[config.mk]
export PLATFORM = sky130hd
export DESIGN_NAME = dma_descriptor_ring_manager_unit
export DESIGN_NICKNAME = d
export VERILOG_FILES = /design/src/rtl/core/dmarm_pkg.sv /design/src/rtl/core/dma_descriptor_ring_manager_unit.sv /design/src/rtl/core/dmarm_ctrl.sv /design/src/rtl/core/dmarm_datapath.sv
export SDC_FILE = /design/constraint.sdc
export NUM_CORES = 2
export LEC_CHECK = 0
export BUFFER_PORTS_ARGS = -buffer_cell sky130_fd_sc_hd__buf_2
export CORE_AREA = 8 8 349 351
export DETAILED_ROUTE_END_ITERATION = 8
export DIE_AREA = 0 0 357 359
export GPL_TIMING_DRIVEN = 0
export PLACE_DENSITY = 0.72
export SYNTH_ARGS = -nofsm -noshare
export SYNTH_HDL_FRONTEND = slang
export SYNTH_SLANG_ARGS = --single-unit
[constraint.sdc]
create_clock -name aclk -period 6.9 [get_ports aclk]
set_input_delay 0.69 -clock aclk [delete_from_list [all_inputs] [get_ports aclk]]
set_output_delay 0.69 -clock aclk [all_outputs]
set_load 0.05 [all_outputs]
[src/rtl/core/dmarm_pkg.sv]
`timescale 1ns / 1ps
// ----------------------------------------------------------------------------
// dmarm_pkg
// Shared constants, codes and controller/datapath link types for the DMA
// descriptor ring manager.
// ----------------------------------------------------------------------------
package dmarm_pkg;

    localparam int unsigned RING_DEPTH_DEF = 16;
    localparam int unsigned MAX_COUNT      = 1023;
    localparam int unsigned ADDR_W         = 32;
    localparam int unsigned COUNT_W        = 10;
    localparam int unsigned SIZE_W         = 5;
    localparam int unsigned BYTES_W        = 13;
    localparam int unsigned NEXT_W         = 4;
    localparam int unsigned CFG_IDX_W      = 3;
    localparam int unsigned CFG_DATA_W     = 8;

    localparam logic [2:0] REQ_APPEND   = 3'd0;
    localparam logic [2:0] REQ_ENABLE   = 3'd1;
    localparam logic [2:0] REQ_COMPLETE = 3'd2;
    localparam logic [2:0] REQ_DISABLE  = 3'd3;
    localparam logic [2:0] REQ_CLEAR    = 3'd4;

    localparam logic [1:0] CST_OK  = 2'd0;
    localparam logic [1:0] CST_RUN = 2'd1;

    localparam logic [CFG_IDX_W-1:0] CFG_WIDTH     = 3'd0;
    localparam logic [CFG_IDX_W-1:0] CFG_SRC_INC   = 3'd1;
    localparam logic [CFG_IDX_W-1:0] CFG_DST_INC   = 3'd2;
    localparam logic [CFG_IDX_W-1:0] CFG_RING_SIZE = 3'd3;

    typedef enum logic [2:0] {
        PH_IDLE  = 3'd0,
        PH_READY = 3'd1,
        PH_BUSY  = 3'd2,
        PH_DONE  = 3'd3,
        PH_ERROR = 3'd4
    } phase_t;

    typedef enum logic [2:0] {
        ST_IDLE,
        ST_EXEC,
        ST_LINK,
        ST_WRED,
        ST_QRED,
        ST_OUT
    } ctrl_state_t;

    typedef struct packed {
        logic latch;
        logic exec;
        logic link;
        logic mod_step;
        logic mod_swap;
        logic locate;
        logic out_load;
    } dp_cmd_t;

    typedef struct packed {
        logic need_link;
        logic need_locate;
        logic mod_ge;
        logic out_free;
    } dp_stat_t;

    typedef struct packed {
        logic [ADDR_W-1:0]  src_end;
        logic [ADDR_W-1:0]  dst_end;
        logic [COUNT_W-1:0] count;
    } desc_data_t;

endpackage

[src/rtl/core/dma_descriptor_ring_manager_unit.sv]
`timescale 1ns / 1ps
// ----------------------------------------------------------------------------
// dma_descriptor_ring_manager_unit
// DMA descriptor ring with a five-phase channel controller, top level.
// ----------------------------------------------------------------------------
// Each request beat produces exactly one result beat. Requests are handled one
// at a time. Enable, disable, clear, rejected requests, completions that do
// not restart a slot, and appends to an empty queue pass from execute straight
// to the output state. An append onto a queued descriptor also passes through
// the link state, the second write to the link memory that chains the previous
// slot. A completion that restarts a queued slot passes through execute, the
// write-index and queue-depth reduction states and output; the reduction states
// repeat for each subtract step the slot reduction unit needs to bring the write
// index and queue depth below the active ring size (there are none unless
// ring_size was lowered with entries queued). A finished beat held back by the
// result channel holds the controller in its output state. The next request
// beat is taken while a finished result beat waits in the output register.
// Descriptor slots hold no value until an append writes them. Configuration
// writes are always accepted and must only be issued while the block is idle.
module dma_descriptor_ring_manager_unit
    import dmarm_pkg::*;
#(
    parameter int unsigned RING_DEPTH = RING_DEPTH_DEF
) (
    input  logic                  aclk,
    input  logic                  aresetn,
    input  logic                  s_valid,
    output logic                  s_ready,
    input  logic [2:0]            s_req_type,
    input  logic [ADDR_W-1:0]     s_src_addr,
    input  logic [ADDR_W-1:0]     s_dst_addr,
    input  logic [BYTES_W-1:0]    s_byte_size,
    input  logic [1:0]            s_complete_status,
    input  logic                  s_slot_free,
    input  logic                  cfg_valid,
    output logic                  cfg_ready,
    input  logic [CFG_IDX_W-1:0]  cfg_index,
    input  logic [CFG_DATA_W-1:0] cfg_data,
    output logic                  m_valid,
    input  logic                  m_ready,
    output logic                  m_start_valid,
    output logic [ADDR_W-1:0]     m_desc_source,
    output logic [ADDR_W-1:0]     m_desc_dest,
    output logic [COUNT_W-1:0]    m_desc_count,
    output logic                  m_desc_reload,
    output logic [NEXT_W-1:0]     m_desc_next_index,
    output logic                  m_notify,
    output logic                  m_release_channel,
    output logic [2:0]            m_channel_state,
    output logic [SIZE_W-1:0]     m_queued_count,
    output logic                  m_rejected
);

    dp_cmd_t  cmd;
    dp_stat_t stat;

    assign cfg_ready = 1'b1;

    dmarm_ctrl u_ctrl (
        .aclk    (aclk),
        .aresetn (aresetn),
        .s_valid (s_valid),
        .s_ready (s_ready),
        .stat    (stat),
        .cmd     (cmd)
    );

    dmarm_datapath #(
        .RING_DEPTH (RING_DEPTH)
    ) u_datapath (
        .aclk              (aclk),
        .aresetn           (aresetn),
        .cmd               (cmd),
        .stat              (stat),
        .s_req_type        (s_req_type),
        .s_src_addr        (s_src_addr),
        .s_dst_addr        (s_dst_addr),
        .s_byte_size       (s_byte_size),
        .s_complete_status (s_complete_status),
        .s_slot_free       (s_slot_free),
        .cfg_we            (cfg_valid && cfg_ready),
        .cfg_index         (cfg_index),
        .cfg_data          (cfg_data),
        .m_valid           (m_valid),
        .m_ready           (m_ready),
        .m_start_valid     (m_start_valid),
        .m_desc_source     (m_desc_source),
        .m_desc_dest       (m_desc_dest),
        .m_desc_count      (m_desc_count),
        .m_desc_reload     (m_desc_reload),
        .m_desc_next_index (m_desc_next_index),
        .m_notify          (m_notify),
        .m_release_channel (m_release_channel),
        .m_channel_state   (m_channel_state),
        .m_queued_count    (m_queued_count),
        .m_rejected        (m_rejected)
    );

`ifndef SYNTHESIS
    // one request in flight: no beat taken the cycle after a beat is taken
    a_one_in_flight: assert property (@(posedge aclk) disable iff (!aresetn)
        s_valid && s_ready |=> !s_ready)
        else $error("request beat taken while previous one still in execution");

    a_idle_no_queue: assert property (@(posedge aclk) disable iff (!aresetn)
        m_valid && (m_channel_state == PH_IDLE) |-> (m_queued_count == '0))
        else $error("queue depth reported while channel idle");

    a_no_start_zero: assert property (@(posedge aclk) disable iff (!aresetn)
        m_valid && !m_start_valid |-> (m_desc_source == '0) && (m_desc_dest == '0)
            && (m_desc_count == '0) && !m_desc_reload && (m_desc_next_index == '0))
        else $error("descriptor fields set without a start");

    a_start_busy: assert property (@(posedge aclk) disable iff (!aresetn)
        m_valid && m_start_valid |-> !m_rejected && (m_channel_state == PH_BUSY))
        else $error("descriptor started outside busy phase");
`endif

endmodule

[src/rtl/core/dmarm_ctrl.sv]
`timescale 1ns / 1ps
// ----------------------------------------------------------------------------
// dmarm_ctrl
// Sequencer for the descriptor ring manager: takes a request beat, steps the
// datapath through execute, link, slot reduction and result hand-off.
// ----------------------------------------------------------------------------
module dmarm_ctrl
    import dmarm_pkg::*;
(
    input  logic     aclk,
    input  logic     aresetn,
    input  logic     s_valid,
    output logic     s_ready,
    input  dp_stat_t stat,
    output dp_cmd_t  cmd
);

    ctrl_state_t state_reg;
    ctrl_state_t state_next;

    always_ff @(posedge aclk) begin
        if (!aresetn) begin
            state_reg <= ST_IDLE;
        end else begin
            state_reg <= state_next;
        end
    end

    always_comb begin
        state_next = state_reg;
        case (state_reg)
            ST_IDLE: begin
                if (s_valid) begin
                    state_next = ST_EXEC;
                end
            end
            ST_EXEC: begin
                if (stat.need_link) begin
                    state_next = ST_LINK;
                end else if (stat.need_locate) begin
                    state_next = ST_WRED;
                end else begin
                    state_next = ST_OUT;
                end
            end
            ST_LINK: begin
                state_next = ST_OUT;
            end
            ST_WRED: begin
                if (!stat.mod_ge) begin
                    state_next = ST_QRED;
                end
            end
            ST_QRED: begin
                if (!stat.mod_ge) begin
                    state_next = ST_OUT;
                end
            end
            ST_OUT: begin
                if (stat.out_free) begin
                    state_next = s_valid ? ST_EXEC : ST_IDLE;
                end
            end
            default: begin
                state_next = ST_IDLE;
            end
        endcase
    end

    always_comb begin
        cmd     = '0;
        s_ready = 1'b0;
        case (state_reg)
            ST_IDLE: begin
                s_ready   = 1'b1;
                cmd.latch = s_valid;
            end
            ST_EXEC: begin
                cmd.exec = 1'b1;
            end
            ST_LINK: begin
                cmd.link = 1'b1;
            end
            ST_WRED: begin
                cmd.mod_step = stat.mod_ge;
                cmd.mod_swap = !stat.mod_ge;
            end
            ST_QRED: begin
                cmd.mod_step = stat.mod_ge;
                cmd.locate   = !stat.mod_ge;
            end
            ST_OUT: begin
                s_ready      = stat.out_free;
                cmd.out_load = stat.out_free;
                cmd.latch    = stat.out_free && s_valid;
            end
            default: begin
            end
        endcase
    end

endmodule

[src/rtl/core/dmarm_datapath.sv]
`timescale 1ns / 1ps
// ----------------------------------------------------------------------------
// dmarm_datapath
// Descriptor ring storage, channel phase and queue registers, request
// evaluation, slot reduction unit and the result output register.
// ----------------------------------------------------------------------------
module dmarm_datapath
    import dmarm_pkg::*;
#(
    parameter int unsigned RING_DEPTH = RING_DEPTH_DEF
) (
    input  logic                  aclk,
    input  logic                  aresetn,
    input  dp_cmd_t               cmd,
    output dp_stat_t              stat,
    input  logic [2:0]            s_req_type,
    input  logic [ADDR_W-1:0]     s_src_addr,
    input  logic [ADDR_W-1:0]     s_dst_addr,
    input  logic [BYTES_W-1:0]    s_byte_size,
    input  logic [1:0]            s_complete_status,
    input  logic                  s_slot_free,
    input  logic                  cfg_we,
    input  logic [CFG_IDX_W-1:0]  cfg_index,
    input  logic [CFG_DATA_W-1:0] cfg_data,
    output logic                  m_valid,
    input  logic                  m_ready,
    output logic                  m_start_valid,
    output logic [ADDR_W-1:0]     m_desc_source,
    output logic [ADDR_W-1:0]     m_desc_dest,
    output logic [COUNT_W-1:0]    m_desc_count,
    output logic                  m_desc_reload,
    output logic [NEXT_W-1:0]     m_desc_next_index,
    output logic                  m_notify,
    output logic                  m_release_channel,
    output logic [2:0]            m_channel_state,
    output logic [SIZE_W-1:0]     m_queued_count,
    output logic                  m_rejected
);

    localparam int unsigned IW = $clog2(RING_DEPTH);

    // configuration
    logic [1:0]        width_code_reg;
    logic [1:0]        src_inc_reg;
    logic [1:0]        dst_inc_reg;
    logic [SIZE_W-1:0] ring_size_reg;

    // latched request beat
    logic [2:0]         req_reg;
    logic [ADDR_W-1:0]  src_reg;
    logic [ADDR_W-1:0]  dst_reg;
    logic [BYTES_W-1:0] size_reg;
    logic [1:0]         status_reg;
    logic               free_reg;

    // channel state
    phase_t            phase_reg;
    phase_t            phase_next;
    logic [SIZE_W-1:0] pending_reg;
    logic [SIZE_W-1:0] pending_next;
    logic [SIZE_W-1:0] wi_reg;
    logic [SIZE_W-1:0] wi_next;

    // per-request results
    logic start_reg, start_next;
    logic notify_reg, notify_next;
    logic release_reg, release_next;
    logic rej_reg, rej_next;
    logic app_we;
    logic link_need;
    logic locate_need;

    logic [SIZE_W-1:0] prev_reg;
    logic [SIZE_W-1:0] idx_reg;
    logic [SIZE_W-1:0] mod_reg;
    logic [SIZE_W-1:0] wm_reg;

    // ring storage
    desc_data_t data_mem [RING_DEPTH];
    logic [IW:0] link_mem [RING_DEPTH];
    desc_data_t  rd_data_reg;
    logic [IW:0] rd_link_reg;

    logic        rd_en;
    logic [IW-1:0] rd_addr;
    logic        link_we;
    logic [IW-1:0] link_waddr;
    logic [IW:0] link_wdata;

    // append evaluation
    logic [SIZE_W-1:0]  cap;
    logic [1:0]         w_eff;
    logic [1:0]         lo_mask;
    logic               addr_zero;
    logic               align_bad;
    logic [BYTES_W-1:0] elems;
    logic [BYTES_W-1:0] cnt_full;
    logic               cnt_bad;
    logic               done_err;
    logic [SIZE_W-1:0]  app_q;
    logic [SIZE_W-1:0]  app_wi;
    logic [SIZE_W-1:0]  app_idx;
    logic [SIZE_W-1:0]  app_prev;
    logic [SIZE_W:0]    idx_inc;
    logic [SIZE_W-1:0]  app_wi_nxt;
    logic [ADDR_W-1:0]  span;
    logic [ADDR_W-1:0]  src_end;
    logic [ADDR_W-1:0]  dst_end;
    logic               app_ok;
    logic [SIZE_W-1:0]  cmp_pend;
    logic [SIZE_W:0]    loc_sum;
    logic [SIZE_W:0]    loc_slot;

    // output register
    logic m_valid_reg;

    function automatic logic [ADDR_W-1:0] stride_off(input logic [ADDR_W-1:0] sp,
                                                     input logic [1:0] code);
        logic [ADDR_W-1:0] off;
        case (code)
            2'd0:    off = '0;
            2'd1:    off = sp;
            2'd2:    off = sp << 1;
            default: off = sp << 2;
        endcase
        return off;
    endfunction

    always_ff @(posedge aclk) begin
        if (!aresetn) begin
            width_code_reg <= 2'd0;
            src_inc_reg    <= 2'd1;
            dst_inc_reg    <= 2'd1;
            ring_size_reg  <= SIZE_W'(16);
        end else if (cfg_we) begin
            case (cfg_index)
                CFG_WIDTH:     width_code_reg <= cfg_data[1:0];
                CFG_SRC_INC:   src_inc_reg    <= cfg_data[1:0];
                CFG_DST_INC:   dst_inc_reg    <= cfg_data[1:0];
                CFG_RING_SIZE: ring_size_reg  <= cfg_data[SIZE_W-1:0];
                default: begin
                end
            endcase
        end
    end

    always_ff @(posedge aclk) begin
        if (cmd.latch) begin
            req_reg    <= s_req_type;
            src_reg    <= s_src_addr;
            dst_reg    <= s_dst_addr;
            size_reg   <= s_byte_size;
            status_reg <= s_complete_status;
            free_reg   <= s_slot_free;
        end
    end

    always_comb begin
        if (ring_size_reg == '0) begin
            cap = SIZE_W'(1);
        end else if (32'(ring_size_reg) > RING_DEPTH) begin
            cap = SIZE_W'(RING_DEPTH);
        end else begin
            cap = ring_size_reg;
        end
    end

    assign w_eff     = (width_code_reg == 2'd3) ? 2'd2 : width_code_reg;
    assign lo_mask   = 2'((3'd1 << w_eff) - 3'd1);
    assign addr_zero = (src_reg == '0) || (dst_reg == '0);
    assign align_bad = (|(src_reg[1:0] & lo_mask)) || (|(dst_reg[1:0] & lo_mask))
                    || (|(size_reg[1:0] & lo_mask));
    assign elems     = size_reg >> w_eff;
    assign cnt_full  = elems - BYTES_W'(1);
    assign cnt_bad   = (elems == '0) || (32'(cnt_full) > MAX_COUNT);
    assign done_err  = (phase_reg == PH_DONE) || (phase_reg == PH_ERROR);
    assign app_q     = done_err ? '0 : pending_reg;
    assign app_wi    = done_err ? '0 : wi_reg;
    assign app_idx   = (app_wi < cap) ? app_wi : '0;
    assign app_prev  = (app_idx != '0) ? app_idx - SIZE_W'(1) : cap - SIZE_W'(1);
    assign idx_inc   = {1'b0, app_idx} + (SIZE_W+1)'(1);
    assign app_wi_nxt = (idx_inc >= {1'b0, cap}) ? '0 : idx_inc[SIZE_W-1:0];
    assign span      = ADDR_W'(cnt_full[COUNT_W-1:0]) << w_eff;
    assign src_end   = src_reg + stride_off(span, src_inc_reg);
    assign dst_end   = dst_reg + stride_off(span, dst_inc_reg);
    assign app_ok    = !addr_zero && !align_bad && !cnt_bad && (app_q < cap);
    assign cmp_pend  = (pending_reg != '0) ? pending_reg - SIZE_W'(1) : '0;

    always_comb begin
        phase_next   = phase_reg;
        pending_next = pending_reg;
        wi_next      = wi_reg;
        start_next   = 1'b0;
        notify_next  = 1'b0;
        release_next = 1'b0;
        rej_next     = 1'b0;
        app_we       = 1'b0;
        link_need    = 1'b0;
        locate_need  = 1'b0;
        if (cmd.exec) begin
            case (req_reg)
                REQ_APPEND: begin
                    if (app_ok) begin
                        wi_next      = app_wi_nxt;
                        pending_next = app_q + SIZE_W'(1);
                        if (phase_reg != PH_BUSY) begin
                            phase_next = PH_READY;
                        end
                        app_we    = 1'b1;
                        link_need = (app_q != '0);
                    end else begin
                        rej_next = 1'b1;
                    end
                end
                REQ_ENABLE: begin
                    if (phase_reg != PH_READY) begin
                        rej_next = 1'b1;
                    end else if (!free_reg) begin
                        phase_next = PH_ERROR;
                        rej_next   = 1'b1;
                    end else begin
                        phase_next = PH_BUSY;
                        start_next = 1'b1;
                    end
                end
                REQ_COMPLETE: begin
                    if (phase_reg != PH_BUSY) begin
                        rej_next = 1'b1;
                    end else begin
                        pending_next = cmp_pend;
                        case (status_reg)
                            CST_OK: begin
                                if (cmp_pend != '0) begin
                                    locate_need = 1'b1;
                                    start_next  = 1'b1;
                                    notify_next = 1'b1;
                                end else begin
                                    phase_next = PH_DONE;
                                end
                            end
                            CST_RUN: begin
                                notify_next = 1'b1;
                            end
                            default: begin
                                phase_next = PH_ERROR;
                            end
                        endcase
                        if (phase_next != PH_BUSY) begin
                            release_next = 1'b1;
                            notify_next  = 1'b1;
                        end
                    end
                end
                REQ_DISABLE: begin
                    if (phase_reg == PH_BUSY) begin
                        release_next = 1'b1;
                        phase_next   = PH_DONE;
                    end
                end
                REQ_CLEAR: begin
                    wi_next      = '0;
                    pending_next = '0;
                    phase_next   = PH_IDLE;
                end
                default: begin
                    rej_next = 1'b1;
                end
            endcase
        end
    end

    always_ff @(posedge aclk) begin
        if (!aresetn) begin
            phase_reg   <= PH_IDLE;
            pending_reg <= '0;
            wi_reg      <= '0;
        end else begin
            phase_reg   <= phase_next;
            pending_reg <= pending_next;
            wi_reg      <= wi_next;
        end
    end

    always_ff @(posedge aclk) begin
        if (cmd.exec) begin
            start_reg   <= start_next;
            notify_reg  <= notify_next;
            release_reg <= release_next;
            rej_reg     <= rej_next;
            prev_reg    <= app_prev;
            idx_reg     <= app_idx;
        end
    end

    // slot reduction: write index and queue depth modulo ring size
    always_ff @(posedge aclk) begin
        if (cmd.exec) begin
            mod_reg <= wi_reg;
        end else if (cmd.mod_step) begin
            mod_reg <= mod_reg - cap;
        end else if (cmd.mod_swap) begin
            wm_reg  <= mod_reg;
            mod_reg <= pending_reg;
        end
    end

    assign loc_sum  = {1'b0, wm_reg} + {1'b0, cap} - {1'b0, mod_reg};
    assign loc_slot = (loc_sum >= {1'b0, cap}) ? loc_sum - {1'b0, cap} : loc_sum;

    // ring memories
    assign rd_en      = cmd.exec || cmd.locate;
    assign rd_addr    = cmd.locate ? IW'(loc_slot[SIZE_W-1:0]) : '0;
    assign link_we    = app_we || cmd.link;
    assign link_waddr = cmd.link ? IW'(prev_reg) : IW'(app_idx);
    assign link_wdata = cmd.link ? {1'b1, IW'(idx_reg)} : '0;

    always_ff @(posedge aclk) begin
        if (app_we) begin
            data_mem[IW'(app_idx)] <= '{src_end: src_end, dst_end: dst_end,
                                        count: cnt_full[COUNT_W-1:0]};
        end
        if (rd_en) begin
            rd_data_reg <= data_mem[rd_addr];
        end
    end

    always_ff @(posedge aclk) begin
        if (link_we) begin
            link_mem[link_waddr] <= link_wdata;
        end
        if (rd_en) begin
            rd_link_reg <= link_mem[rd_addr];
        end
    end

    // result output register
    always_ff @(posedge aclk) begin
        if (!aresetn) begin
            m_valid_reg <= 1'b0;
        end else if (cmd.out_load) begin
            m_valid_reg <= 1'b1;
        end else if (m_ready) begin
            m_valid_reg <= 1'b0;
        end
    end

    always_ff @(posedge aclk) begin
        if (cmd.out_load) begin
            m_start_valid     <= start_reg;
            m_desc_source     <= start_reg ? rd_data_reg.src_end : '0;
            m_desc_dest       <= start_reg ? rd_data_reg.dst_end : '0;
            m_desc_count      <= start_reg ? rd_data_reg.count : '0;
            m_desc_reload     <= start_reg && rd_link_reg[IW];
            m_desc_next_index <= (start_reg && rd_link_reg[IW])
                                 ? NEXT_W'(rd_link_reg[IW-1:0]) : '0;
            m_notify          <= notify_reg;
            m_release_channel <= release_reg;
            m_channel_state   <= phase_reg;
            m_queued_count    <= (phase_reg == PH_IDLE) ? '0 : pending_reg;
            m_rejected        <= rej_reg;
        end
    end

    assign m_valid          = m_valid_reg;
    assign stat.need_link   = link_need;
    assign stat.need_locate = locate_need;
    assign stat.mod_ge      = (mod_reg >= cap);
    assign stat.out_free    = !m_valid_reg || m_ready;

endmodule
# Word level (Yosys, flattened, before mapping)
# Memories as Yosys holds them, arrays and structs flattened. A register that Yosys moved wholly into a read port is not among the register bits.
# Cells that the tools add are included.
op_classes:
  reduce_logical: 53
  n_shift: 3
  n_bitwise: 6
  eq_ne: 33
  order_cmp: 7
  addsub: 13
  muxes: 82
op_table:
  columns: ["op", "count"]
  rows:
  - ["one-hot mux 32 bit (3 select lines)", 2]
  - ["2-to-1 mux 5 bit", 14]
  - ["adder 32 bit", 2]
  - ["logical NOT 32 bit", 2]
  - ["2-to-1 mux 3 bit", 16]
  - ["2-to-1 mux 1 bit", 34]
  - ["<< shifter 10 x 2 -> 32 bit", 1]
  - ["nonzero test 5 bit", 5]
  - ["== test 3 x 2 -> 1 bit, second input constant", 8]
  - ["one-hot mux 3 bit (6 select lines)", 1]
  - ["2-to-1 mux 4 bit", 4]
  - ["one-hot mux 3 bit (5 select lines)", 1]
  - ["one-hot mux 5 bit (3 select lines)", 1]
  - ["> comparator 13 x 10 -> 1 bit, second input constant", 1]
  - ["logical NOT 13 bit", 1]
  - ["right shift 13 x 2 -> 13 bit", 1]
  - ["subtractor 13 x 1 -> 13 bit, second input constant", 1]
  - ["== test 3 bit, second input constant", 4]
  - ["greater-or-equal comparator 6 x 5 -> 1 bit", 2]
  - ["logical NOT 3 bit", 4]
  - ["OR reduction 2 bit", 6]
  - ["< comparator 5 bit", 2]
  - ["inequality test 2 bit, second input constant", 5]
  - ["one-hot mux 1 bit (2 select lines)", 5]
  - ["other kinds (35)", 74]
word_totals:
  word_cells: 233
  in_bits: 99
  ramBits: 1264
  memories: 2
  out_inout_bits: 94
  ff_bits: 224
memory_table:
  columns: ["memory", "words", "word_bits", "read_ports", "rd_ports_with_merged_regs", "wr", "line_no", "text"]
  rows:
  - ["u_datapath.data_mem", 16, 74, 1, 1, 1, "dmarm_datapath.sv:79", "desc_data_t data_mem [RING_DEPTH];"]
  - ["u_datapath.link_mem", 16, 5, 1, 1, 1, "dmarm_datapath.sv:80", "logic [IW:0] link_mem [RING_DEPTH];"]

# Logic depth before layout (Yosys ltp)
depth:
  ltp_word: 18
  mapped_depth: 26
  depth_no_buf: 22

# Hierarchy
# From an unflattened synthesis, not the netlist that was laid out.
hier_totals:
  cells_unflattened: 4988
  area_unflattened_um2: 64581.9
by_module_without_submodules:
  columns: ["module", "seq_area_each_um2", "area_per_inst_um2", "cells_per_inst", "n_inst"]
  rows:
  - ["dmarm_datapath", 46714.8, 64271.6, 4945, 1]
  - ["dmarm_ctrl", 60.1, 299.0, 41, 1]
  - ["dma_descriptor_ring_manager_unit", 0.0, 11.3, 2, 1]

# Worst setup path after synthesis
# Ideal clock, no wire load.
synth_timing:
  path_type: "register to register"
  start: "register u_datapath.width_code_reg[0]"
  end: "memory u_datapath.data_mem[0][67] in the netlist's numbering (data pin)"
  path_slack_ns: 1.124
  required_time_ns: 6.611
  synth_period_minus_slack_ns: 5.776
  setup_time_ns: 0.289
  n_path_buf: 4
  t_arrival_ns: 5.487
  path_stages_with_launch: 25
  path_cell_list: "dfxtp_1 > buf_6 > buf_6 > buf_2 > buf_1 > mux2i_1 > nor2_1 > a21oi_1 > ha_1 > o211ai_1 > nor4_2 > xor2_1 > inv_1 > nand2_1 > o21ai_0 > mux2_2 > and2_1 > ha_1 > a2111o_1 > nor3_1 > o21a_1 > o31ai_1 > a21oi_1 > and4b_1 > xor2_1"
synth_between:
  elab_chain_cells: 7
synth_rtl:
  columns: ["item", "line_no", "text"]
  rows:
  - ["from (decl)", "dmarm_datapath.sv:43", "logic [1:0] width_code_reg;"]
  - ["from (signal assigned)", "dmarm_datapath.sv:137", "CFG_WIDTH: width_code_reg <= cfg_data[1:0];"]
  - ["== test 2 bit", "dmarm_datapath.sv:168", "assign w_eff = (width_code_reg == 2'd3) ? 2'd2 : width_code_reg;"]
  - ["2-to-1 mux 2 bit *", "dmarm_datapath.sv:168", null]
  - ["right shift 13 x 2 -> 13 bit *", "dmarm_datapath.sv:173", "assign elems = size_reg >> w_eff;"]
  - ["subtractor 13 x 1 -> 13 bit *", "dmarm_datapath.sv:174", "assign cnt_full = elems - BYTES_W'(1);"]
  - ["named net u_datapath.cnt_full[8]", "dmarm_datapath.sv:97", "logic [BYTES_W-1:0] cnt_full;"]
  - ["<< shifter 10 x 2 -> 32 bit *", "dmarm_datapath.sv:183", "assign span = ADDR_W'(cnt_full[COUNT_W-1:0]) << w_eff;"]
  - ["one-hot mux 32 bit (3 select lines) *", "dmarm_datapath.sv:120", "case (code)"]
  - ["adder 32 bit *", "dmarm_datapath.sv:184", "assign src_end = src_reg + stride_off(span, src_inc_reg);"]
  - ["named net u_datapath.src_end[25]", "dmarm_datapath.sv:107", "logic [ADDR_W-1:0] src_end;"]
  - ["to (decl)", "dmarm_datapath.sv:79", null]
# Mark *: on every way through the listed nets, which the timed path passes. The rest lies on a longest branch.

# Worst setup path after layout
layout_timing:
  start: "register u_datapath.ring_size_reg[4]"
  end: "register, netlist name u_datapath.rd_data_reg[73]"
layout_between:
  elab_chain_cells: 8
  elab_cells_between_ends: 14
  cone_classes: "add/sub (3); order compare (3); mux (5); reduce/logical (3)"
layout_rtl:
  columns: ["item", "line_no", "text"]
  rows:
  - ["from (decl)", "dmarm_datapath.sv:46", "logic [SIZE_W-1:0] ring_size_reg;"]
  - ["from (signal assigned)", "dmarm_datapath.sv:140", "CFG_RING_SIZE: ring_size_reg <= cfg_data[SIZE_W-1:0];"]
  - ["> comparator 5 bit", "dmarm_datapath.sv:161", "end else if (32'(ring_size_reg) > RING_DEPTH) begin"]
  - ["2-to-1 mux 5 bit", "dmarm_datapath.sv:161", null]
  - ["2-to-1 mux 5 bit *", "dmarm_datapath.sv:159", "if (ring_size_reg == '0) begin"]
  - ["adder 5 x 5 -> 6 bit", "dmarm_datapath.sv:307", "assign loc_sum = {1'b0, wm_reg} + {1'b0, cap} - {1'b0, mod_reg};"]
  - ["subtractor 6 x 5 -> 6 bit", "dmarm_datapath.sv:307", null]
  - ["greater-or-equal comparator 6 x 5 -> 1 bit / subtractor 4 bit (equally long branches)", "dmarm_datapath.sv:308", "assign loc_slot = (loc_sum >= {1'b0, cap}) ? loc_sum - {1'b0, cap} : loc_sum;"]
  - ["2-to-1 mux 4 bit", "dmarm_datapath.sv:308", null]
  - ["2-to-1 mux 4 bit", "dmarm_datapath.sv:312", "assign rd_addr = cmd.locate ? IW'(loc_slot[SIZE_W-1:0]) : '0;"]
# Every way passes the cells marked *; elsewhere a longest branch is shown, timed or not.
# A chain may end at the register's enable or synchronous reset.

==> results.json <==
{
  "r2r_cells": 20,
  "ctsHoldBuffers": 0,
  "hold_class": "input port to register",
  "p_total_mw": 23.7,
  "worstPathMaxFanout": 10,
  "synthesis.area_um2": 63500,
  "rr_startpoint": "u_datapath.ring_size_reg[4]$_SDFFE_PN1P_",
  "vdd_ir_drop_max_v": 0.000261,
  "slew_viols_final": 0,
  "whs_endpoint": "u_datapath.size_reg[1]$_DFFE_PP_",
  "synth-edff-count": 1539,
  "post_drt_via_cell_ratio": 6.40,
  "final_net_count": 4996,
  "clk_transition_reported_paths_ns": 0.06,
  "clock-sinks": 1567,
  "synth_warnings": 0,
  "violations": "DRC",
  "worstSetupEndpointType": "register",
  "horiz_die_dim_um": 357,
  "count_of_standard_cell_rows": 126,
  "clock-skew-final_ns": 0.0266,
  "min_period_over_period_pct": 97.2,
  "status": "complete, but fails checks",
  "worst-slew-pin-transition_ns": 1.48,
  "start_kind": "register",
  "share_of_cells_above_drive_strength_1_pct": 14.6,
  "timing.final.hold_violations": 0,
  "syn2layout_area_growth_pct": 15.1,
  "cts_buffer_depth": 3,
  "routed-via-count": 41500,
  "yosysTopAreaCell": "sky130_fd_sc_hd__edfxtp_1",
  "critPathArrivalTime_ns": 7.22,
  "globalRoute.busiestLayer": "met2",
  "dpl-instance-area_um2": 67300,
  "start_util_pct": 54.4,
  "post-route-cell-area_um2": 73100,
  "grtUsageTotal_pct": 28.6,
  "tritoncts": "built",
  "synth.cells.most_frequent": "1539 x sky130_fd_sc_hd__edfxtp_1, 741 x sky130_fd_sc_hd__nand2_1, 313 x sky130_fd_sc_hd__nand3_1",
  "postSynth.asyncResetShare_pct": 0,
  "grt_max_degree": 61,
  "ios": 193,
  "synth_area_leaders": "sky130_fd_sc_hd__edfxtp_1 73%, sky130_fd_sc_hd__nand2_1 4.4%, sky130_fd_sc_hd__nand3_1 2.5%",
  "fp.coreArea_um2": 117000,
  "worst_ep_required_time_ns": 7.42,
  "min_path_cells": 1,
  "dpl_worst_slack_ns": -1.76,
  "total_negative_slack_ns": 0,
  "design.die.area_um2": 128000,
  "p_leak_nw": 25.2,
  "initialDrtViolationCount": 6440,
  "regToRegSetupSlack_ns": 0.19,
  "grt_use_met1_pct": 39.5,
  "initial_antenna_violation_count": 9,
  "groute.layer.met2.usage_pct": 44.1,
  "synthCells": 4424,
  "avgSynthCellArea_um2": 14.4,
  "drt_pass1_iterations": 9,
  "postLayoutSetupSlackWorst_ns": 0.193,
  "clock_latency_ns": 0.79,
  "post-place-cells": 6178,
  "detailed_place_hpwl_mm": 121,
  "cts_htree_levels": 4,
  "grt_util_met3_pct": 6.76,
  "critPathKind": "register to register",
  "antenna_left": 0,
  "timing.final.setup_violations": 0,
  "number_of_global_route_vias_before_repair": 39900,
  "worst_hold_margin_ns": 0.0832,
  "drt-total-wl_mm": 189,
  "yosys.cell_types.count": 97,
  "die_height_um": 359,
  "clockRootBuffer": "sky130_fd_sc_hd__clkbuf_16",
  "final_critical_path_time_including_i_o_delays_and_setup_ns": 6.71,
  "slew-limit-headroom_pct": 1.36,
  "final_core_utilization_pct": 62.7,
  "drc_errors": 3,
  "finalNonFillerCells": 6493,
  "wl_per_cell_um": 29.2,
  "io_buffer_count": 188,
  "maxCapViolCount": 0,
  "yosys_register_bits": 1567,
  "wire_length_of_the_first_global_routing_pass_mm": 269,
  "post-synth-top-count-cell": "sky130_fd_sc_hd__edfxtp_1",
  "max_freq_mhz": 149,
  "r2r-end": "u_datapath.rd_data_reg[73]$_DFFE_PP_",
  "gpl.final_weighted_congestion": 0.902,
  "power_density_normalized_to_cell_area_nw_per_um2": 325,
  "tritoncts.num_buffers": 157,
  "min_from": "s_byte_size[1]",
  "synth.yosys.seq_area_share_pct": 73.6,
  "synthDominantCellAreaShare_pct": 72.8,
  "grt_overflow": 0,
  "number_of_flip_flops_under_the_largest_register_name": 1184,
  "top_ff_cell_synth": "sky130_fd_sc_hd__edfxtp_1"
}
-- cell usage in the layout, fill, tap and decap left out, types with 49 or more instances in the layout --
| master | Yosys | routed |
|---|---|---|
| sky130_fd_sc_hd__edfxtp_1 | 1539 | 1539 |
| sky130_fd_sc_hd__nand2_1 | 741 | 740 |
| sky130_fd_sc_hd__nand3_1 | 313 | 310 |
| sky130_fd_sc_hd__buf_2 | 101 | 289 |
| sky130_fd_sc_hd__clkbuf_16 | 0 | 160 |
| sky130_fd_sc_hd__a21oi_1 | 146 | 142 |
| sky130_fd_sc_hd__o22ai_1 | 130 | 130 |
| sky130_fd_sc_hd__clkbuf_1 | 98 | 124 |
| sky130_fd_sc_hd__nor2_1 | 107 | 105 |
| sky130_fd_sc_hd__mux2i_1 | 94 | 94 |
| sky130_fd_sc_hd__and2_1 | 100 | 83 |
| sky130_fd_sc_hd__nor3_1 | 76 | 75 |
| sky130_fd_sc_hd__inv_1 | 75 | 74 |
| sky130_fd_sc_hd__ha_1 | 71 | 70 |
| sky130_fd_sc_hd__o21a_1 | 61 | 61 |
| sky130_fd_sc_hd__o22a_1 | 60 | 60 |
| sky130_fd_sc_hd__a2bb2oi_1 | 57 | 57 |
| sky130_fd_sc_hd__nand4_1 | 53 | 53 |
| sky130_fd_sc_hd__o21ai_0 | 52 | 49 |
-- cells by family (layout without fill, tap and decap cells) --
kind of cell / Yosys count / in the layout / share of synthesized area, %
AO/OA/AOI/OAI: 742 / 743 / 8.39
XOR/XNOR: 82 / 82 / 1.13
adder cells (fa/ha/maj): 80 / 80 / 1.68
buffers and inverters: 316 / 840 / 2.22
flip-flops: 1567 / 1567 / 73.6
multiplexers: 109 / 109 / 1.77
other: 2 / 10 / 0.0118
AND/OR/NAND/NOR: 1526 / 1526 / 11.2
-- worst max-delay path by stage --
stage                                                   start                                    end  slack (ns)  cells past startpoint
detailed placement  u_datapath.width_code_reg[1]$_SDFFE_PN0P_   u_datapath.data_mem[9][62]$_DFFE_PP_       -1.76                     23
CTS                  u_datapath.ring_size_reg[4]$_SDFFE_PN1P_    u_datapath.rd_link_reg[1]$_DFFE_PP_       0.006                     19
global route        u_datapath.width_code_reg[1]$_SDFFE_PN0P_  u_datapath.data_mem[15][67]$_DFFE_PP_        -0.1                     25
global placement    u_datapath.width_code_reg[1]$_SDFFE_PN0P_   u_datapath.data_mem[5][69]$_DFFE_PP_       -1.46                     21
finish               u_datapath.ring_size_reg[4]$_SDFFE_PN1P_   u_datapath.rd_data_reg[73]$_DFFE_PP_        0.19                     20
floorplan           u_datapath.width_code_reg[0]$_SDFFE_PN0P_   u_datapath.data_mem[0][67]$_DFFE_PP_        1.12                     24
-- cell type report --
type	count	area (um^2)
timing repair buffer	232	1820
clock inverter	95	833
sequential	1567	46800
tap	1536	1920
buffer	239	1140
clock buffer	197	4170
antenna	7	17.5
multi-input combinational	2543	16100
inverter	77	293
fill	8354	43600
-- metal layers --
layer	wire length, um	share of wire [%]
met1	71300	38
met2	85600	45
met3	24100	13
met4	8380	4.4
met5	0	0
-- where the power goes --
group          switching (mW)  internal [mW]  leakage [nW]
combinational            2.85           1.09          8.58
sequential              0.146           11.3          14.1
clock                    3.64           4.73          2.44
-- worst max-delay path, cell delays in order, from the launching register on --
cell and delay, ns:
sky130_fd_sc_hd__dfxtp_1 0.34, sky130_fd_sc_hd__inv_1 0.23, sky130_fd_sc_hd__nand2_1 0.36, sky130_fd_sc_hd__fa_1 0.62, sky130_fd_sc_hd__inv_1 0.07, sky130_fd_sc_hd__ha_1 0.30, sky130_fd_sc_hd__a21o_1 0.18, sky130_fd_sc_hd__a21oi_1 0.18
sky130_fd_sc_hd__xnor2_1 0.18, sky130_fd_sc_hd__ha_1 0.32, sky130_fd_sc_hd__a21oi_1 0.16, sky130_fd_sc_hd__o22ai_1 0.17, sky130_fd_sc_hd__a2111oi_2 0.46, sky130_fd_sc_hd__nor3_1 0.13, sky130_fd_sc_hd__o21ai_2 0.56, sky130_fd_sc_hd__buf_2 0.47
sky130_fd_sc_hd__buf_1 0.82, sky130_fd_sc_hd__nand2_1 0.17, sky130_fd_sc_hd__nand3_1 0.16, sky130_fd_sc_hd__nand4_1 0.12, sky130_fd_sc_hd__nor3_1 0.42
-- timing repair --
action / in CTS / in global routing
gates resized for setup: 48 / 45
gates cloned: 0 / 1
endpoints found under the setup margin: 706 / 700
pin swaps: 2 / 9
buffers inserted: 4 / 10
No activity file was read; power rests on OpenSTA's default activity.
